==> src/hdl/ltc_pkg.sv <==
// Shared constants, opcodes and controller/datapath interface types for the cascade block.
package ltc_pkg;

  localparam int NODES          = 512;
  localparam int SLOTS_PER_NODE = 16;

  localparam int NODE_W  = 9;
  localparam int VALUE_W = 18;
  localparam int PRESS_W = 20;
  localparam int CNT_W   = 10;
  localparam int DEG_W   = $clog2(SLOTS_PER_NODE + 1);
  localparam int NBR_AW  = $clog2(NODES * SLOTS_PER_NODE);
  localparam int NBR_W   = NODE_W + VALUE_W;
  localparam int AP_W    = PRESS_W + 1;

  localparam logic [PRESS_W-1:0] PRESS_MAX = '1;

  typedef enum logic [1:0] {
    OP_EDGE  = 2'd0,
    OP_THR   = 2'd1,
    OP_CLEAR = 2'd2,
    OP_SEED  = 2'd3
  } opcode_e;

  // Commands from the controller to the datapath
  typedef struct packed {
    logic latch_in;
    logic clr_sweep;
    logic clr_all;
    logic edge_rd_a;
    logic edge_rd_b;
    logic edge_wr_a;
    logic edge_wr_b;
    logic thr_wr;
    logic seed_start;
    logic seed_mark;
    logic pop;
    logic fetch_deg;
    logic load_deg;
    logic node_rd;
    logic node_upd;
    logic finish;
    logic load_result;
  } cmd_t;

  // Status from the datapath to the controller
  typedef struct packed {
    logic clr_last;
    logic edge_fail;
    logic seed_oob;
    logic queue_empty;
    logic list_done;
  } stat_t;

endpackage

==> src/hdl/ltc_ctrl.sv <==
// Sequencer for edge loads, threshold loads, clears and seed cascades.
module ltc_ctrl import ltc_pkg::*; (
  input  logic       clk_i,
  input  logic       rst_ni,
  input  logic       in_valid_i,
  input  logic [1:0] opcode_i,
  input  logic       out_ready_i,
  input  stat_t      stat_i,
  output cmd_t       cmd_o,
  output logic       in_ready_o,
  output logic       out_valid_o
);

  typedef enum logic [4:0] {
    ST_RST, ST_IDLE, ST_E0, ST_E1, ST_E2, ST_E3, ST_THR, ST_CLR,
    ST_S0, ST_S1, ST_POP, ST_P1, ST_P2, ST_NB0, ST_NB1, ST_NB2, ST_FIN, ST_DONE
  } state_e;

  state_e state_q;
  logic   out_valid_q;
  logic   slot_free;

  assign slot_free   = !out_valid_q || out_ready_i;
  assign in_ready_o  = (state_q == ST_IDLE);
  assign out_valid_o = out_valid_q;

  // Command decode
  always_comb begin
    cmd_o             = '0;
    cmd_o.latch_in    = (state_q == ST_IDLE) && in_valid_i;
    cmd_o.clr_all     = (state_q == ST_RST);
    cmd_o.clr_sweep   = (state_q == ST_RST) || (state_q == ST_CLR);
    cmd_o.edge_rd_a   = (state_q == ST_E0);
    cmd_o.edge_rd_b   = (state_q == ST_E1);
    cmd_o.edge_wr_a   = (state_q == ST_E2) && !stat_i.edge_fail;
    cmd_o.edge_wr_b   = (state_q == ST_E3);
    cmd_o.thr_wr      = (state_q == ST_THR);
    cmd_o.seed_start  = (state_q == ST_S0);
    cmd_o.seed_mark   = (state_q == ST_S1);
    cmd_o.pop         = (state_q == ST_POP) && !stat_i.queue_empty;
    cmd_o.fetch_deg   = (state_q == ST_P1);
    cmd_o.load_deg    = (state_q == ST_P2);
    cmd_o.node_rd     = (state_q == ST_NB1);
    cmd_o.node_upd    = (state_q == ST_NB2);
    cmd_o.finish      = (state_q == ST_FIN);
    cmd_o.load_result = (state_q == ST_DONE) && slot_free;
  end

  // State and output valid
  always_ff @(posedge clk_i or negedge rst_ni) begin
    if (!rst_ni) begin
      state_q     <= ST_RST;
      out_valid_q <= 1'b0;
    end else begin
      // New result replaces the one leaving in the same cycle
      if ((state_q == ST_DONE) && slot_free) begin
        out_valid_q <= 1'b1;
      end else if (out_ready_i) begin
        out_valid_q <= 1'b0;
      end
      case (state_q)
        ST_RST: begin
          if (stat_i.clr_last) state_q <= ST_IDLE;
        end
        ST_IDLE: begin
          if (in_valid_i) begin
            case (opcode_e'(opcode_i))
              OP_EDGE:  state_q <= ST_E0;
              OP_THR:   state_q <= ST_THR;
              OP_CLEAR: state_q <= ST_CLR;
              OP_SEED:  state_q <= ST_S0;
              default:  state_q <= ST_DONE;
            endcase
          end
        end
        ST_E0:  state_q <= ST_E1;
        ST_E1:  state_q <= ST_E2;
        ST_E2:  state_q <= stat_i.edge_fail ? ST_DONE : ST_E3;
        ST_E3:  state_q <= ST_DONE;
        ST_THR: state_q <= ST_DONE;
        ST_CLR: begin
          if (stat_i.clr_last) state_q <= ST_DONE;
        end
        ST_S0:  state_q <= stat_i.seed_oob ? ST_FIN : ST_S1;
        ST_S1:  state_q <= ST_POP;
        ST_POP: state_q <= stat_i.queue_empty ? ST_FIN : ST_P1;
        ST_P1:  state_q <= ST_P2;
        ST_P2:  state_q <= ST_NB0;
        ST_NB0: state_q <= stat_i.list_done ? ST_POP : ST_NB1;
        ST_NB1: state_q <= ST_NB2;
        ST_NB2: state_q <= ST_NB0;
        ST_FIN: state_q <= ST_DONE;
        ST_DONE: begin
          if (slot_free) state_q <= ST_IDLE;
        end
        default: state_q <= ST_IDLE;
      endcase
    end
  end

endmodule

==> config.mk <==
export PLATFORM = sky130hd
export DESIGN_NAME = ltc_ctrl
export DESIGN_NICKNAME = d
export VERILOG_FILES = /design/src/hdl/ltc_pkg.sv /design/src/hdl/ltc_ctrl.sv
export SDC_FILE = /design/constraint.sdc
export NUM_CORES = 1
export LEC_CHECK = 0
export BUFFER_PORTS_ARGS = -buffer_cell sky130_fd_sc_hd__buf_2
export CAP_MARGIN = 20
export CORE_ASPECT_RATIO = 0.7
export CORE_MARGIN = 2
export CORE_UTILIZATION = 35
export DETAILED_ROUTE_END_ITERATION = 8
export PLACE_DENSITY_LB_ADDON = 0.05
export REMOVE_ABC_BUFFERS = 1
export SYNTH_ARGS = -nofsm -noshare
export SYNTH_HDL_FRONTEND = slang
export SYNTH_SLANG_ARGS = --single-unit
==> constraint.sdc <==
create_clock -name clk_i -period 1.5 [get_ports clk_i]
set_input_delay 0.075 -clock clk_i [delete_from_list [all_inputs] [get_ports clk_i]]
set_output_delay 0.075 -clock clk_i [all_outputs]
set_load 0.02 [all_outputs]
==> flow_summary.ini, run 1 <==
[yosys]
synthTopCellsByCount = nor2_1 (19), nand2_1 (7), dfrtp_1 (6)
netlist_area_sq_um = 700.7
synth.avg_cell_area_sq_um = 7.454
yosysTopAreaCellShare_pct = 21.43
synth_top_area_cell = dfrtp_1
ys_top_cells_by_area = dfrtp_1 (21%), nor2_1 (10%), nand2_1 (3.8%)
synth.most_common_cell = nor2_1
synth_cells = 94
async_flop_share_pct = 100.0
ys.flop_type = dfrtp_1
synth.distinct_cells = 44
yosysSeqAreaShare_pct = 21.43
yosys_warnings = 0
ys_ff_latch = 6
synth_edf_count = 0

[routing]
ant_nets = 0
wl_um = 2604
avgViaCountPerCell = 5.673
vias = 936
drc_errors = 0
drtPass1Iterations = 4
drt_iter0_drc = 36
wl_per_cell_um = 15.78

[timing]
hold_viol = 0
drv_slew = 0
tightest_slew_ps = 295.2
rsz0062_at_grt = true
period_minus_slack_ps = 1588
skew_ps = 0.7307
worst_slack_ps = -87.95
setup_viol = 18
max_freq_ghz = 0.6297
slew_headroom_pct = 80.04
period_share_pct = 105.9

[pwr]
irDropWorstVdd_mv = 1.165
leakagePower_uw = 0.0005743
power_density_mw_per_mm2 = 2006
total_power_uw = 2498

[cts]
cts_root_buffer = clkbuf_4
cts_tree = yes
clockBufferDepth = 2
cts_buffers = 3
cts-htree-levels = 1
cts.sinks = 6
clock_latency_ps = 250
clk_pin_slew_ps = 50

[floorplan]
num_io_pins = 30
die-area_sq_mm = 0.002381
row_count = 13
die_w_um = 57.48
start_util_pct = 37.46
core_region_area_sq_mm = 0.001871
die_h_um = 41.44

[setup_path]
endpoint = state_q[0]
crit_start = state_q[3]
startpoint_type = flop
worstPathRequired_ps = 1630
regToRegSetupSlack_ps = -90
reg2reg_depth = 5
worstPathArrival_ps = 1720
crit_path_end_kind = flop
path_class = flop to flop
reg2reg_to = state_q[0]
crit_path_max_fanout = 6
reg2reg_from = state_q[3]

[global_route]
antenna_found_initial = 0
grtUsageTotal_pct = 22.81
grt_max_degree = 9
grt_pass1_vias = 850
gr-total-overflow = 0
grt_pass1_wl_um = 4319

[worst_hold_path]
min_path_type = input port to flop

[cells_and_area]
fillers = 155
area_growth_pct = 77.68
insertedDiodeCount = 0
final_nets = 158
drive_gt1_share_pct = 62.24
final_cell_count_no_fill = 165

[place]
dpl_worst_slack_ps = -65.10
numPortBuffers = 29
place_congestion = 0.8245
placedCellCount = 153
dpl.hpwl_um = 1701

[run_status]
violations = setup timing
status = complete, but fails checks

[job]
drv_cap = 0
==> final cells by class <==
cell class / count / area, sq um / share of cell area (%)
well taps: 22 / 27.53 / 2.211
multi-input cells: 78 / 629.4 / 50.55
flip-flops and latches: 6 / 156.4 / 12.56
inverters: 4 / 15.01 / 1.206
repair buffers: 52 / 394.1 / 31.66
clock buffers: 3 / 22.52 / 1.809
==> placed cells by master, fill, tap and decap left out, types with 2 or more instances in the layout <==
cell type  count
buf_4         29
buf_2         13
nor2_1        11
buf_6          9
nand2_1        6
nor2_4         5
dfrtp_2        5
o21ai_0        4
inv_1          3
nor2_2         3
nand2b_1       3
nor2b_1        3
or3_1          3
clkbuf_4       3
or2_4          2
nor3_4         2
or3_4          2
and2_4         2
a221oi_2       2
ha_1           2
==> power by group <==
group	switching (uW)	internal (uW)	total (uW)	leakage, uW
clock network	65.4	91.0	156	0.0000138
registers	115	231	346	0.0000721
logic	1020	973	2000	0.000488
==> sequential cells by signal, summed over array words and instances (netlist names) <==
signal / count
state_q: 5
out_valid_o: 1
==> kinds of logic after synthesis <==
group | share of synthesized area [%]
simple gates | 40.72
flops | 21.43
fa+ha+maj | 3.571
compound gates | 24.11
mux | 1.429
xor+xnor | 1.250
buf+inv | 7.499
==> worst min-delay path by stage <==
stage	startpoint	to	depth (start not counted)
floorplan	rst_ni	out_valid_o	0
global placement	rst_ni	state_q[0]	1
detailed placement	rst_ni	state_q[0]	1
CTS	stat_i[4]	state_q[2]	2
global route	stat_i[4]	state_q[2]	2
finish	stat_i[4]	state_q[2]	2
==> worst max-delay path: stages (launching register included) <==
cell,delay (ps)
dfrtp_2,460
or3b_4,300
nor3_4,60
buf_4,130
a211o_1,230
o31a_1,280
==> stage by stage <==
step                cell area (sq um)  TNS, ps  hold WS [ps]  utilization, %
global route                     1245    -1994         84.91           66.56
finish                           1245   -804.1         91.95           66.56
CTS                              1191   -400.4         81.53           63.68
floorplan                       663.1   -403.7        -220.6               -
detailed placement              940.9   -79.88        -90.11           50.30
global placement                940.9   -89.39        -90.90           50.30
==> per-layer routing <==
metal,vias to the layer above,wire length (um),GRT usage [%]
met4,0,27,1.395
met2,50,1177,34.09
met5,-,0,0
li1,440,-,-
met1,441,1208,34.74
met3,5,190,5.296
==> repair_timing <==
| item | CTS | global route |
|---|---|---|
| pin swaps | 8 | 7 |
| gates resized for setup | 50 | 12 |
| setup buffers | 7 | 2 |
| endpoints found under the setup margin | 21 | 23 |
| hold buffers | 1 | 0 |
| endpoints found under the hold margin | 6 | 0 |
(Power assumes the default switching activity.)
==> run 2: changes to the inputs <==
- clock period: 1.5 -> 1.8 ns (I/O delays scaled with it)
==> run 2 against run 1 <==
Effect of this change: the flow now finishes without violations; non-clock buffer count is 18 lower; count of clock-buffer cells in the layout did not move; critical endpoint is now cmd_o[16]; cell count down 11%; critical path type is now flop to output pin; combinational power down 50%; via count down 14%; global-route usage down 4.5 points; flip-flop and latch count stayed put; design area down 26%.
==> flow_summary.ini, run 2 (synthesized netlist as in run 1, its figures left out) <==
[run_status]
status = complete, no violations

[floorplan]
die-area_sq_mm = 0.002381
num_io_pins = 30
start_util_pct = 37.46
core_region_area_sq_mm = 0.001871
row_count = 13
die_w_um = 57.48
die_h_um = 41.44

[routing]
drt_iter0_drc = 28
avgViaCountPerCell = 5.469
wl_um = 2141
drtPass1Iterations = 4
drc_errors = 0
wl_per_cell_um = 14.56
ant_nets = 0
vias = 804

[place]
place_area_sq_um = 850.8
dpl.hpwl_um = 1624
placedCellCount = 141
place_congestion = 0.7853
numPortBuffers = 29

[timing]
skew_ps = 1.809
period_share_pct = 94.12
tightest_slew_ps = 310.4
hold_viol = 0
setup_tns_ps = 0
rsz0062_at_grt = false
period_minus_slack_ps = 1694
slew_headroom_pct = 79.30
drv_slew = 0
setup_viol = 0
max_freq_ghz = 0.5902

[pwr]
irDropWorstVdd_mv = 0.6741
leakagePower_uw = 0.0004374
power_density_mw_per_mm2 = 1593
clock_power_share_pct = 8.2
comb_power_share_pct = 68.4
swShare_pct = 52.36
netSwitchingPower_uw = 764.9
internal-power_uw = 695.9
p_seq_share_pct = 23.4

[worst_hold_path]
min_from = stat_i[4]
holdPathEnd = state_q[1]
min_path_type = input port to flop
hold_path_depth = 2

[setup_path]
reg2reg_from = state_q[3]
slowest_delay_ps = 490
reg2reg_depth = 5
crit_path_end_kind = output pin
worstPathArrival_ps = 1600
crit_path_cell_trace = or3_4 -> nor2_2 -> and2_1 -> buf_2
crit_path_max_fanout = 12
reg2reg_to = state_q[0]
path_class = flop to output pin
regToRegSetupSlack_ps = 220
slowest_stage = dfrtp_2
startpoint_type = flop
worstPathRequired_ps = 1710

[cells_and_area]
final_cell_count_no_fill = 147
final_common_cell = buf_2
insertedDiodeCount = 0
regMostFlops = state_q
area_growth_pct = 30.89
drive_gt1_share_pct = 41.60
final_cell_mix = buf_2 (29), nor2_1 (17), nand2_1 (7)
largest_reg_flops = 5
design_area_sq_um = 917.1
final_nets = 140

[cts]
cts_buffers = 3
cts.sinks = 6
cts_tree = yes
clk_pin_slew_ps = 40
clockBufferDepth = 2
cts_root_buffer = clkbuf_4
cts-htree-levels = 1
clock_latency_ps = 240

[global_route]
grt_max_degree = 18
grt_pass1_vias = 723
grtUsageTotal_pct = 18.29
gr-total-overflow = 0
antenna_found_initial = 0
grt_pass1_wl_um = 3401

[job]
drv_cap = 0
-- run 2: cell types whose count changed in the layout (fill, tap and decap cells not counted), moves of 2 or more --
cell,before,now
nor2_1,11,17
nor2_4,5,0
nor3_4,2,0
buf_6,9,0
buf_4,29,4
buf_2,13,29
or2_4,2,0
-- run 2: metrics by stage --
| stage | power, uW | utilization [%] | worst slack, ps | hold WS (ps) |
|---|---|---|---|---|
| after floorplan | 968.6 | - | 122.1 | -205.6 |
| after global placement | 1256 | 45.48 | 119.0 | -76.84 |
| after detailed placement | 1269 | 45.48 | 110.7 | -82.01 |
| after CTS | 1408 | 47.56 | 27.47 | 125.5 |
| after global routing | 1586 | 49.03 | 13.13 | 129.9 |
| final | 1461 | 49.03 | 105.8 | 135.8 |
-- run 2: worst max path at each step --
stage            endpoint  startpoint  slack, ps  depth (start not counted)
2_1_floorplan   cmd_o[16]  state_q[2]        120                          3
3_3_place_gp   state_q[0]  state_q[1]        120                          4
3_5_place_dp   state_q[0]  state_q[1]        110                          4
4_1_cts          cmd_o[0]  state_q[3]         30                          5
5_1_grt         cmd_o[16]  state_q[2]         10                          4
6_report        cmd_o[16]  state_q[2]        110                          4
-- run 2: timing repair --
item | in CTS | in global routing
endpoints found under the hold margin | 6 | 0
buffers inserted | 0 | 2
hold buffers | 1 | 0
resized for setup | 4 | 5
endpoints found under the setup margin | 4 | 6
-- run 2: power by group through the flow --
stage	clock network [uW]	logic, uW	registers (uW)
2_1_floorplan	0	669	299
3_3_place_gp	0	919	337
3_5_place_dp	0	930	339
4_1_cts	125	940	343
5_1_grt	133	1090	362
6_report	120	1000	342
-- run 2: layout make-up --
cell class / instances / area, sq um
Fill cell: 195 / 953.4
Multi-Input combinational cell: 78 / 510.5
Timing Repair Buffer: 34 / 185.2
Sequential cell: 6 / 156.4
Tap cell: 22 / 27.53
Clock buffer: 3 / 22.52
Inverter: 4 / 15.01
-- run 2: critical path, delay by kind of cell (launching register included) --
family        cells  cell delay, ps
simple gates      3             730
flops             1             490
buf+inv           1             150
-- run 2: layer usage --
| metal | vias up | wire length (um) | global-route usage [%] |
|---|---|---|---|
| li1 | 399 | - | - |
| met1 | 370 | 1092 | 28.24 |
| met2 | 32 | 905 | 25.00 |
| met3 | 3 | 123 | 5.296 |
| met4 | 0 | 19 | 3.256 |
| met5 | - | 0 | 0 |
==> run 3: changes to the inputs <==
- CORE_ASPECT_RATIO: 0.7 -> unset
- CORE_UTILIZATION: 35 -> 46
==> run 3 against run 2 <==
Effect of this change: clock skew grew 6.4 ps; flip-flop and latch count is the same; wire length shrank 9.9%; count of clock-buffer cells in the layout is the same; critical path type unchanged; largest power group unchanged.
==> flow_summary.ini, run 3 (synthesized netlist as in run 1, its figures left out) <==
[place]
place_congestion = 0.8824
dpl.hpwl_um = 1475
place_area_sq_um = 858.3
numPortBuffers = 29
placedCellCount = 137

[floorplan]
die-area_sq_mm = 0.001852
die_h_um = 43.03
num_io_pins = 30
die_w_um = 43.03
row_count = 14
core_region_area_sq_mm = 0.001471
start_util_pct = 47.62

[global_route]
grt_pass1_wl_um = 3284
grtUsageTotal_pct = 23.71
antenna_found_initial = 0
grt_pass1_vias = 735
grt_max_degree = 14
gr-total-overflow = 0

[timing]
setup_viol = 0
period_minus_slack_ps = 1702
tightest_slew_ps = 314.5
rsz0062_at_grt = false
hold_viol = 0
max_freq_ghz = 0.5876
drv_slew = 0
skew_ps = 8.235
slew_headroom_pct = 79.04
period_share_pct = 94.55
setup_tns_ps = 0

[setup_path]
worstPathRequired_ps = 1710
crit_path_cell_trace = or3_4 -> nor2_2 -> and2_1 -> buf_2
path_class = flop to output pin
slowest_stage = dfrtp_2
crit_path_max_fanout = 12
startpoint_type = flop
slowest_delay_ps = 490
worstPathArrival_ps = 1610
crit_path_end_kind = output pin

[pwr]
power_density_mw_per_mm2 = 1585
total_power_uw = 1432
irDropWorstVdd_mv = 0.7406
leakagePower_uw = 0.0004363

[cts]
cts_setup_buffers = 0
clockBufferDepth = 2
cts_buffers = 3
clock_latency_ps = 250
cts_tree = yes
cts_root_buffer = clkbuf_4
cts.sinks = 6
clk_pin_slew_ps = 50
cts-htree-levels = 1

[routing]
drc_errors = 0
wl_per_cell_um = 13.69
avgViaCountPerCell = 5.695
drt_iter0_drc = 16
ant_nets = 0
vias = 803
drtPass1Iterations = 4
wl_um = 1930

[cells_and_area]
final_cell_mix = buf_2 (29), nor2_1 (17), nand2_1 (7)
design_area_sq_um = 903.4
final_common_cell = buf_2
largest_reg_flops = 5
insertedDiodeCount = 0
drive_gt1_share_pct = 40.80
final_nets = 140
regMostFlops = state_q
area_growth_pct = 28.93
final_cell_count_no_fill = 141

[worst_hold_path]
min_path_type = input port to flop

[run_status]
status = complete, no violations

[job]
drv_cap = 0
-- run 3: changes by cell type in the layout (fill, tap and decap cells not counted) --
cell and delta:
dfrtp_2 -1, dfrtp_1 +1, nand2b_4 -1, nand2b_2 +1
-- run 3: area by class of cell --
type                       count  area [sq um]
fill                         152         568.0
multi-input combinational     78         505.5
timing repair buffer          34         185.2
sequential                     6         155.1
clock buffer                   3         22.52
tap                           16         20.02
inverter                       4         15.01
-- run 3: repair_timing --
item                                    in CTS  in global routing
hold buffers                                 1                  0
endpoints found under the setup margin       1                  6
gates cloned                                 0                  0
hold endpoints to repair                     6                  0
resized for setup                            1                  6
-- run 3: worst max-delay path: cells and delay by family, from the launching register on --
family / cells / cell delay [ps]
simple gates: 3 / 720
flops: 1 / 490
buf+inv: 1 / 150
-- run 3: final timing paths --
path	from	endpoint	slack, ps	depth (start not counted)
min in group asynchronous	rst_ni	state_q[2]	190	2
min	stat_i[4]	state_q[1]	90	2
max reg2reg	state_q[2]	state_q[0]	240	4
min reg2reg	out_valid_o	out_valid_o	510	2
max in group asynchronous	rst_ni	state_q[3]	1450	2
max	state_q[2]	cmd_o[16]	100	4
-- run 3: report_power, final --
part	total (uW)	switching [uW]	internal [uW]
Combinational	984	564	421
Clock	131	54.7	75.8
Sequential	317	127	190
Total	1430	745	687
-- run 3: per-layer routing --
| metal | global-route usage, % | wire (um) |
|---|---|---|
| met1 | 30.75 | 827 |
| met2 | 35.76 | 915 |
| met3 | 8.511 | 164 |
| met4 | 9.091 | 22 |
| met5 | 0 | 0 |
-- run 3: per-stage QoR --
step	setup WS [ps]	hold slack [ps]	utilization, %
after floorplan	122.1	-205.6	-
after global placement	215.9	-79.82	58.33
after detailed placement	179.6	-79.11	58.33
after CTS	10.57	78.12	60.63
after global routing	1.986	96.32	61.39
final	98.08	87.09	61.39
